==> src/rtl/tks_pkg.sv <==
// Package for the top-k selector: payload types, entry type, command and status
// structs, and the ranking function. No dependencies.
`timescale 1ns / 1ps
`default_nettype none
package tks_pkg;

    localparam int DEF_MAX_KEEP = 64;
    localparam int KC_W         = 7;
    localparam int CFG_IDX_W    = 1;

    // Register indexes of the configuration port.
    localparam logic [CFG_IDX_W-1:0] REG_KEEP_SMALLEST = 1'd0;
    localparam logic [CFG_IDX_W-1:0] REG_KEEP_COUNT    = 1'd1;

    // Opcodes of an input transaction.
    localparam logic OP_INSERT = 1'b0;
    localparam logic OP_READ   = 1'b1;

    typedef struct packed {
        logic               opcode;
        logic [31:0]        item_id;
        logic signed [31:0] key;
        logic [31:0]        sub_id;
        logic signed [63:0] code;
        logic signed [31:0] dist_a;
        logic signed [31:0] dist_b;
    } t_in_item;

    typedef struct packed {
        logic               accepted;
        logic [31:0]        out_item_id;
        logic signed [31:0] out_key;
        logic [31:0]        out_sub_id;
        logic signed [63:0] out_code;
        logic signed [31:0] out_dist_a;
        logic signed [31:0] out_dist_b;
        logic               last;
    } t_out_item;

    // One stored candidate with its arrival stamp.
    typedef struct packed {
        logic signed [31:0] key;
        logic [31:0]        item_id;
        logic [31:0]        sub_id;
        logic signed [63:0] code;
        logic signed [31:0] dist_a;
        logic signed [31:0] dist_b;
        logic [31:0]        stamp;
    } t_entry;

    // Commands from the controller to the datapath.
    typedef struct packed {
        logic latch;      // capture the input transaction
        logic clr_best;   // restart the running best/worst search
        logic rd_en;      // read one stored entry
        logic scan_worst; // search for the worst entry instead of the best
        logic wr_fill;    // write the input at slot held_count and grow the store
        logic wr_repl;    // overwrite the worst entry found
        logic arr_inc;    // advance the arrival counter
        logic clr_emit;   // clear the emitted marks
        logic mark_emit;  // mark the best entry found as emitted
        logic out_ins;    // present an insert result
        logic out_acc;    // accepted flag of that insert result
        logic out_rd;     // present the best entry found
        logic out_empty;  // present an empty readout result
        logic out_last;   // last flag of a readout result
    } t_dp_cmd;

    // Status from the datapath to the controller.
    typedef struct packed {
        logic is_read;    // the latched transaction is a readout
        logic count_lt_k; // store not yet full
        logic repl_ok;    // new key may replace the worst entry
    } t_dp_sts;

    // Strict key order under the selected direction.
    function automatic logic f_key_better(logic keep_small, logic signed [31:0] a,
                                          logic signed [31:0] b);
        f_key_better = keep_small ? (a < b) : (a > b);
    endfunction

    // True when entry a in slot sa ranks ahead of entry b in slot sb.
    function automatic logic f_better(logic keep_small, t_entry a, logic [KC_W-1:0] sa,
                                      t_entry b, logic [KC_W-1:0] sb);
        logic res;
        if (f_key_better(keep_small, a.key, b.key)) begin
            res = 1'b1;
        end else if (f_key_better(keep_small, b.key, a.key)) begin
            res = 1'b0;
        end else if (a.stamp != b.stamp) begin
            res = a.stamp < b.stamp;
        end else begin
            res = sa < sb;
        end
        f_better = res;
    endfunction

endpackage
`default_nettype wire

==> src/rtl/tks_ctrl.sv <==
// Controller of the top-k selector: sequences inserts, worst-entry scans and
// best-first readout scans. Depends on tks_pkg.
`timescale 1ns / 1ps
`default_nettype none
module tks_ctrl #(
    parameter int MAX_KEEP = tks_pkg::DEF_MAX_KEEP,
    parameter int IW       = (MAX_KEEP > 1) ? $clog2(MAX_KEEP) : 1,
    parameter int CW       = $clog2(MAX_KEEP + 1)
) (
    input  wire                   i_clk,
    input  wire                   i_rst_n,
    input  wire                   start,
    input  wire tks_pkg::t_dp_sts i_sts,
    input  wire [CW-1:0]          i_count,
    input  wire [CW-1:0]          i_emit_n,
    output tks_pkg::t_dp_cmd      o_cmd,
    output logic [IW-1:0]         o_rd_addr,
    output logic                  busy
);
    import tks_pkg::*;

    localparam logic [2:0] S_IDLE    = 3'd0;
    localparam logic [2:0] S_CHK     = 3'd1;
    localparam logic [2:0] S_INS_SCN = 3'd2;
    localparam logic [2:0] S_INS_WT  = 3'd3;
    localparam logic [2:0] S_INS_DEC = 3'd4;
    localparam logic [2:0] S_RD_SCN  = 3'd5;
    localparam logic [2:0] S_RD_WT   = 3'd6;
    localparam logic [2:0] S_RD_EMIT = 3'd7;

    logic [2:0]    r_state, n_state;
    logic [CW-1:0] r_idx, n_idx;
    logic [CW-1:0] r_emit_cnt, n_emit_cnt;
    logic          scan_end, emit_last;

    assign scan_end  = (r_idx + CW'(1) == i_count);
    assign emit_last = (r_emit_cnt + CW'(1) == i_emit_n);
    assign o_rd_addr = r_idx[IW-1:0];
    assign busy      = (r_state != S_IDLE);

    always_comb begin
        n_state    = r_state;
        n_idx      = r_idx;
        n_emit_cnt = r_emit_cnt;
        o_cmd      = '0;
        unique case (r_state)
            S_IDLE: begin
                if (start) begin
                    o_cmd.latch = 1'b1;
                    n_state     = S_CHK;
                end
            end
            S_CHK: begin
                n_idx       = '0;
                o_cmd.clr_best = 1'b1;
                if (i_sts.is_read) begin
                    o_cmd.clr_emit = 1'b1;
                    n_emit_cnt     = '0;
                    if (i_emit_n == '0) begin
                        o_cmd.out_empty = 1'b1;
                        n_state         = S_IDLE;
                    end else begin
                        n_state = S_RD_SCN;
                    end
                end else if (i_sts.count_lt_k) begin
                    o_cmd.wr_fill = 1'b1;
                    o_cmd.arr_inc = 1'b1;
                    o_cmd.out_ins = 1'b1;
                    o_cmd.out_acc = 1'b1;
                    n_state       = S_IDLE;
                end else begin
                    n_state = S_INS_SCN;
                end
            end
            S_INS_SCN: begin
                o_cmd.rd_en      = 1'b1;
                o_cmd.scan_worst = 1'b1;
                n_idx            = r_idx + CW'(1);
                if (scan_end) begin
                    n_state = S_INS_WT;
                end
            end
            S_INS_WT: begin
                o_cmd.scan_worst = 1'b1;
                n_state          = S_INS_DEC;
            end
            S_INS_DEC: begin
                o_cmd.scan_worst = 1'b1;
                o_cmd.wr_repl    = i_sts.repl_ok;
                o_cmd.arr_inc    = 1'b1;
                o_cmd.out_ins    = 1'b1;
                o_cmd.out_acc    = i_sts.repl_ok;
                n_state          = S_IDLE;
            end
            S_RD_SCN: begin
                o_cmd.rd_en = 1'b1;
                n_idx       = r_idx + CW'(1);
                if (scan_end) begin
                    n_state = S_RD_WT;
                end
            end
            S_RD_WT: begin
                n_state = S_RD_EMIT;
            end
            S_RD_EMIT: begin
                o_cmd.out_rd    = 1'b1;
                o_cmd.out_last  = emit_last;
                o_cmd.mark_emit = 1'b1;
                o_cmd.clr_best  = 1'b1;
                n_idx           = '0;
                n_emit_cnt      = r_emit_cnt + CW'(1);
                n_state         = emit_last ? S_IDLE : S_RD_SCN;
            end
            default: n_state = S_IDLE;
        endcase
    end

    always_ff @(posedge i_clk) begin
        if (!i_rst_n) begin
            r_state    <= S_IDLE;
            r_idx      <= '0;
            r_emit_cnt <= '0;
        end else begin
            r_state    <= n_state;
            r_idx      <= n_idx;
            r_emit_cnt <= n_emit_cnt;
        end
    end

endmodule
`default_nettype wire

==> config.mk <==
export PLATFORM = sky130hd
export DESIGN_NAME = tks_ctrl
export DESIGN_NICKNAME = d
export VERILOG_FILES = /design/src/rtl/tks_pkg.sv /design/src/rtl/tks_ctrl.sv
export SDC_FILE = /design/constraint.sdc
export NUM_CORES = 1
export LEC_CHECK = 0
export ABC_AREA = 0
export BUFFER_PORTS_ARGS = -buffer_cell sky130_fd_sc_hd__buf_2
export CAP_MARGIN = 20
export CELL_PAD_IN_SITES_DETAIL_PLACEMENT = 0
export CELL_PAD_IN_SITES_GLOBAL_PLACEMENT = 1
export CORE_MARGIN = 2
export CORE_UTILIZATION = 36
export CTS_CLUSTER_DIAMETER = 100
export DETAILED_ROUTE_END_ITERATION = 12
export PLACE_DENSITY = 0.89
export SLEW_MARGIN = 20
export SYNTH_ARGS = -nofsm -noshare
export SYNTH_HDL_FRONTEND = slang
export SYNTH_SLANG_ARGS = --single-unit
==> constraint.sdc <==
create_clock -name i_clk -period 2.4 [get_ports i_clk]
set_input_delay 0 -clock i_clk [delete_from_list [all_inputs] [get_ports i_clk]]
set_output_delay 0 -clock i_clk [all_outputs]
set_load 0.01 [all_outputs]
==> results_dict.tcl, run 1 <==
set metrics [dict create \
    fp.coreArea_um2 3610 \
    instances_no_fill 259 \
    fin_total_pwr_uw 692 \
    hp-start "i_sts[1]" \
    period_minus_slack_ns 1.87 \
    diodes 0 \
    required_ns 2.40 \
    clock.fmax_mhz 533 \
    cts_hold_buffers 0 \
    drc 0 \
    hold_viol_final 0 \
    yosys_warnings 0 \
    place_worst_setup_slack_ns 0.527 \
    ys_types 37 \
    setup_viol 0 \
    grt_first_pass_wirelength_um 5110 \
    first_pass_iters 4 \
    boundaryPins 41 \
    pwr_density_cell_nw_per_um2 447 \
    critPathCaptureType "output pin" \
    wl_um 3070 \
    synth_common_cells "17 x dfxtp_1, 17 x nand2_1, 16 x xnor2_1" \
    dieArea_um2 4190 \
    clk_path_buf_depth 2 \
    worstPathArrival_ns 1.87 \
    cts_root_buf "clkbuf_8" \
    fin_skew_ns 0.00326 \
    critPathLaunch "r_emit_cnt[0]$_SDFFE_PN0P_" \
    nNetsFinal 234 \
    fin_crit_sh 0.781 \
    clk_latency_ns 0.26 \
    rows 22 \
    vias 1314 \
    routedWlPerCell_um 11.9 \
    ys_ff_latch 17 \
    die_h_um 64.7 \
    syn_avg_cell_area_um2 7.33 \
    syn_nets 203 \
    slew_violations 0 \
    drive_gt1_frac 0.223 \
    ys_top_cells_by_area "dfxtp_1 26%, xnor2_1 11%, nand2_1 4.8%" \
    antenna_found_initial 0 \
    status "complete, no violations" \
    hold_class "input pin to flop" \
    viasPerCell 5.07 \
    synth.top_cell.area_share 0.257 \
    setup_ws_ns 0.525 \
    cts_setup_buffers 0 \
    grt_pass1_vias 1151 \
    drtIter0Drc 57 \
    netlist_area_um2 1330 \
    clk_pin_slew_ns 0.07 \
    synth_edf_count 0 \
    h-tree-depth 1 \
    initial_core_util 0.368 \
    place_congestion 0.835 \
    syn_inst 181 \
    postLayoutCellArea_um2 1550 \
    grt_max_degree 18 \
    numCtsBuffers 3 \
    ant_nets 0 \
    ctsResizeCount 0 \
    yosysSeqAreaShare 0.257 \
    cts_tree "built" \
    placed_cells 255 \
    tns_ns 0 \
    portBuffers 40 \
    p_leak_uw 0.000664 \
    r2r_start "r_idx[0]$_SDFFE_PN0P_" \
    area_delta_synth_final_pct 16.6 \
    crit_path_max_fanout 6 \
    maxCapViolations 0 \
    place_area_um2 1500 \
    overflow 0 \
    rsz0062_at_grt "false" \
    clock-sinks 17 \
    critPathLaunchType "flop" \
    die_w_um 64.7 \
    critical_path_class "flop to output pin" \
    ys_async_sr_fraction 0 \
    yosysTopAreaCell "dfxtp_1" \
    irDropWorstVdd_mv 0.214 \
    relSlewSlack 0.729 \
    hpwl_um 2300 \
    tightestPinTransition_ns 0.405 \
    grt_usage 0.154 \
    ys.flop_type "dfxtp_1" \
]
report_power, final:
group          switching [µW]  internal, µW
registers                17.1           289
clock network             107           115
logic                    90.9          72.5
cell families after synthesis:
logic type,Yosys count,share of synthesized area
and+or+nand+nor,85,0.336
DFF,17,0.257
AOI/OAI and AO/OA,35,0.165
buffers and inverters,21,0.0849
xor gates and xnor gates,21,0.139
adders and majority gates,2,0.0189
state kept, by name, indices dropped and copies added, names as in the netlist:
| name | cells |
|---|---|
| r_state | 3 |
| r_idx | 7 |
| r_emit_cnt | 7 |
final timing paths:
check | endpoint | slack [ns] | depth (start not counted)
worst max register to register | r_state[0]$_SDFFE_PN0P_ | 0.54 | 7
worst max-delay path | o_cmd[0] | 0.53 | 7
worst min-delay path | r_state[1]$_SDFFE_PN0P_ | 0.09 | 3
worst min register to register | r_idx[6]$_SDFFE_PN0P_ | 0.51 | 2
per-stage QoR:
step	utilization	hold slack [ns]
3_3_place_gp	0.416	0.298
4_1_cts	0.429	0.0815
3_5_place_dp	0.416	0.306
6_report	0.429	0.0874
5_1_grt	0.429	0.104
2_1_floorplan	-	0.0871
cells in the final DEF (no fill, tap or decap), drive strengths merged:
master,netlist,layout
nor4,1,1
nor2b,8,8
nand4,1,1
buf,11,40
a22oi,1,1
a32oi,1,1
dfxtp,17,17
o31ai,1,1
a21boi,7,7
o2111ai,1,1
nand4bb,1,1
a211oi,1,1
o311ai,1,1
nand2b,3,3
o21ai,11,11
xnor2,16,16
clkinv,0,1
nand2,17,17
xor2,5,5
nor3,8,8
clkbuf,3,3
and3,4,4
nand3,13,13
or3,6,6
o21a,3,3
nor3b,2,2
and2,5,5
ha,2,2
nand3b,2,2
a21oi,8,8
inv,7,7
nor2,14,14
layout make-up:
class	count	area [µm²]
clock inverter	1	5.00
fill	388	2060
sequential	17	340
inverter	7	26.3
timing repair buffer	40	200
tap	48	60.1
multi-input combinational	143	873
clock buffer	3	41.3
worst max-delay path: stages, from the launching register on:
cell and delay, ns:
dfxtp_1 0.43, ha_1 0.28, and3_1 0.18, nand3_1 0.13, xnor2_1 0.20, o311ai_1 0.14
nor2_1 0.12, buf_2 0.14
metal layers:
metal	GRT usage	vias to the layer above	part of all wire
met5	0	-	0
met4	0.0399	0	0.0042
met3	0.0313	2	0.037
met2	0.279	29	0.50
met1	0.185	608	0.45
li1	-	675	-
Note: power is estimated with default switching activity, not from simulation.
==> run 2, diff against run 1 <==
- CORE_UTILIZATION: 36 -> 32
- PLACE_DENSITY: 0.89 -> 0.84
- clock period: 2.4 -> 1.7 ns (I/O delays scaled with it)
==> results_dict.tcl, run 2 (synthesis results as in run 1) <==
set metrics [dict create \
    clk_path_buf_depth 2 \
    rows 23 \
    hold_class "input pin to flop" \
    dieArea_um2 4680 \
    place_area_um2 1650 \
    clk_latency_ns 0.25 \
    clock-sinks 17 \
    antenna_found_initial 0 \
    ant_nets 0 \
    crit_chain "ha_4, xnor2_2, xnor2_1, nor3_2, o311ai_2, buf_4, nor2_2, buf_2" \
    initial_core_util 0.332 \
    overflow 0 \
    rrSetupSlack_ns -0.07 \
    die_h_um 68.4 \
    grt_pass1_vias 1299 \
    setup_viol 3 \
    fp.coreArea_um2 4000 \
    clk_pin_slew_ns 0.07 \
    relSlewSlack 0.801 \
    layout_commonest_cell "buf_2" \
    required_ns 1.70 \
    die_w_um 68.4 \
    worstPathArrival_ns 1.78 \
    hpwl_um 2530 \
    drive_gt1_frac 0.387 \
    critPathLaunchType "flop" \
    grt_max_degree 18 \
    setup_ws_ns -0.0785 \
    cp.buffers_inverters 2 \
    nNetsFinal 258 \
    irDropWorstVdd_mv 0.366 \
    area_delta_synth_final_pct 40.2 \
    max_stage_delay_ns 0.36 \
    fin_util 0.465 \
    cp_top_family "flip-flops" \
    maxCapViolations 0 \
    status "complete, but fails checks" \
    slew_violations 0 \
    vias 1435 \
    tightestPinTransition_ns 0.296 \
    drc 0 \
    slowest_stage "dfxtp_4" \
    pwr_density_cell_nw_per_um2 542 \
    rsz0062_at_grt "true" \
    portBuffers 40 \
    diodes 0 \
    clock.fmax_mhz 562 \
    critical_path_class "flop to output pin" \
    first_pass_iters 4 \
    boundaryPins 41 \
    h-tree-depth 1 \
    fin_skew_ns 0.00351 \
    violations "setup timing" \
    numCtsBuffers 3 \
    fin_crit_sh 1.05 \
    routedWlPerCell_um 12.3 \
    hold_viol_final 0 \
    cts_root_buf "clkbuf_8" \
    wl_um 3500 \
    mostFrequentLayoutCells "40 x buf_2, 22 x buf_4, 17 x nand2_1" \
    cts_hold_buffers 0 \
    p_leak_uw 0.000798 \
    crit_path_max_fanout 5 \
    top_regs "r_emit_cnt: 7 flops, r_idx: 7 flops, r_state: 3 flops" \
    postLayoutCellArea_um2 1860 \
    fillers 396 \
    grt_first_pass_wirelength_um 5510 \
    period_minus_slack_ns 1.78 \
    critPathCaptureType "output pin" \
    cts_tree "built" \
    drtIter0Drc 44 \
    viasPerCell 5.04 \
    grt_usage 0.154 \
    place_congestion 0.910 \
]
==> run 2: cell count changes in the layout (fill, tap and decap cells not counted), sizes merged <==
cell / change
buf: +24
==> run 2: timing repair <==
item                                    in CTS  in global routing
setup buffers                                3                  1
resized for setup                           12                 15
endpoints found under the setup margin       3                  4
pin swaps                                    5                  8
gates cloned                                 0                  0
==> run 2: worst register-to-register path: cells and delay by family (launching register included) <==
kind / cells / cell delay (ns)
buffers and inverters: 1 / 0.16
xor gates and xnor gates: 2 / 0.28
adders and majority gates: 1 / 0.18
AOI/OAI and AO/OA: 3 / 0.46
and+or+nand+nor: 1 / 0.22
DFF: 1 / 0.36
==> run 2: worst paths after layout <==
check,from,to,cells after the start
worst min-delay path,i_rst_n,r_state[1]$_SDFFE_PN0P_,2
worst max register to register,r_emit_cnt[1]$_SDFFE_PN0P_,r_state[0]$_SDFFE_PN0P_,8
worst min register to register,r_idx[6]$_SDFFE_PN0P_,r_idx[6]$_SDFFE_PN0P_,2
worst max-delay path,r_emit_cnt[1]$_SDFFE_PN0P_,o_cmd[0],8
==> run 2: layout make-up <==
| type | count | area, µm² | share of cell area |
|---|---|---|---|
| Timing Repair Buffer | 64 | 388 | 0.209 |
| Inverter | 7 | 26.3 | 0.0141 |
| Clock inverter | 1 | 5.00 | 0.00269 |
| Multi-Input combinational cell | 143 | 986 | 0.530 |
| Clock buffer | 3 | 41.3 | 0.0222 |
| Sequential cell | 17 | 350 | 0.188 |
| Tap cell | 50 | 62.6 | 0.0336 |
==> run 2: per-stage QoR <==
step	TNS, ns	std cells	worst slack (ns)	power (µW)	hold WS [ns]
3_3_place_gp	-0.0308	277	-0.0222	696	0.299
2_1_floorplan	0	181	0.0177	591	0.0871
6_report	-0.201	285	-0.0785	1010	0.131
3_5_place_dp	-0.0808	277	-0.0481	697	0.299
5_1_grt	-0.433	285	-0.174	1080	0.153
4_1_cts	-0.148	284	-0.0936	1010	0.115
==> run 2: routing by layer <==
metal	track usage	up-vias	part of all wire
met5	0	-	0
met4	0.0475	0	0.011
met3	0.0378	9	0.054
met2	0.275	41	0.51
met1	0.178	663	0.42
li1	-	722	-
==> run 2: report_power, final <==
part / total, µW / internal (µW) / switching (µW)
logic: 282 / 128 / 154
clock network: 309 / 163 / 146
registers: 418 / 405 / 12.9
total: 1010 / 696 / 313
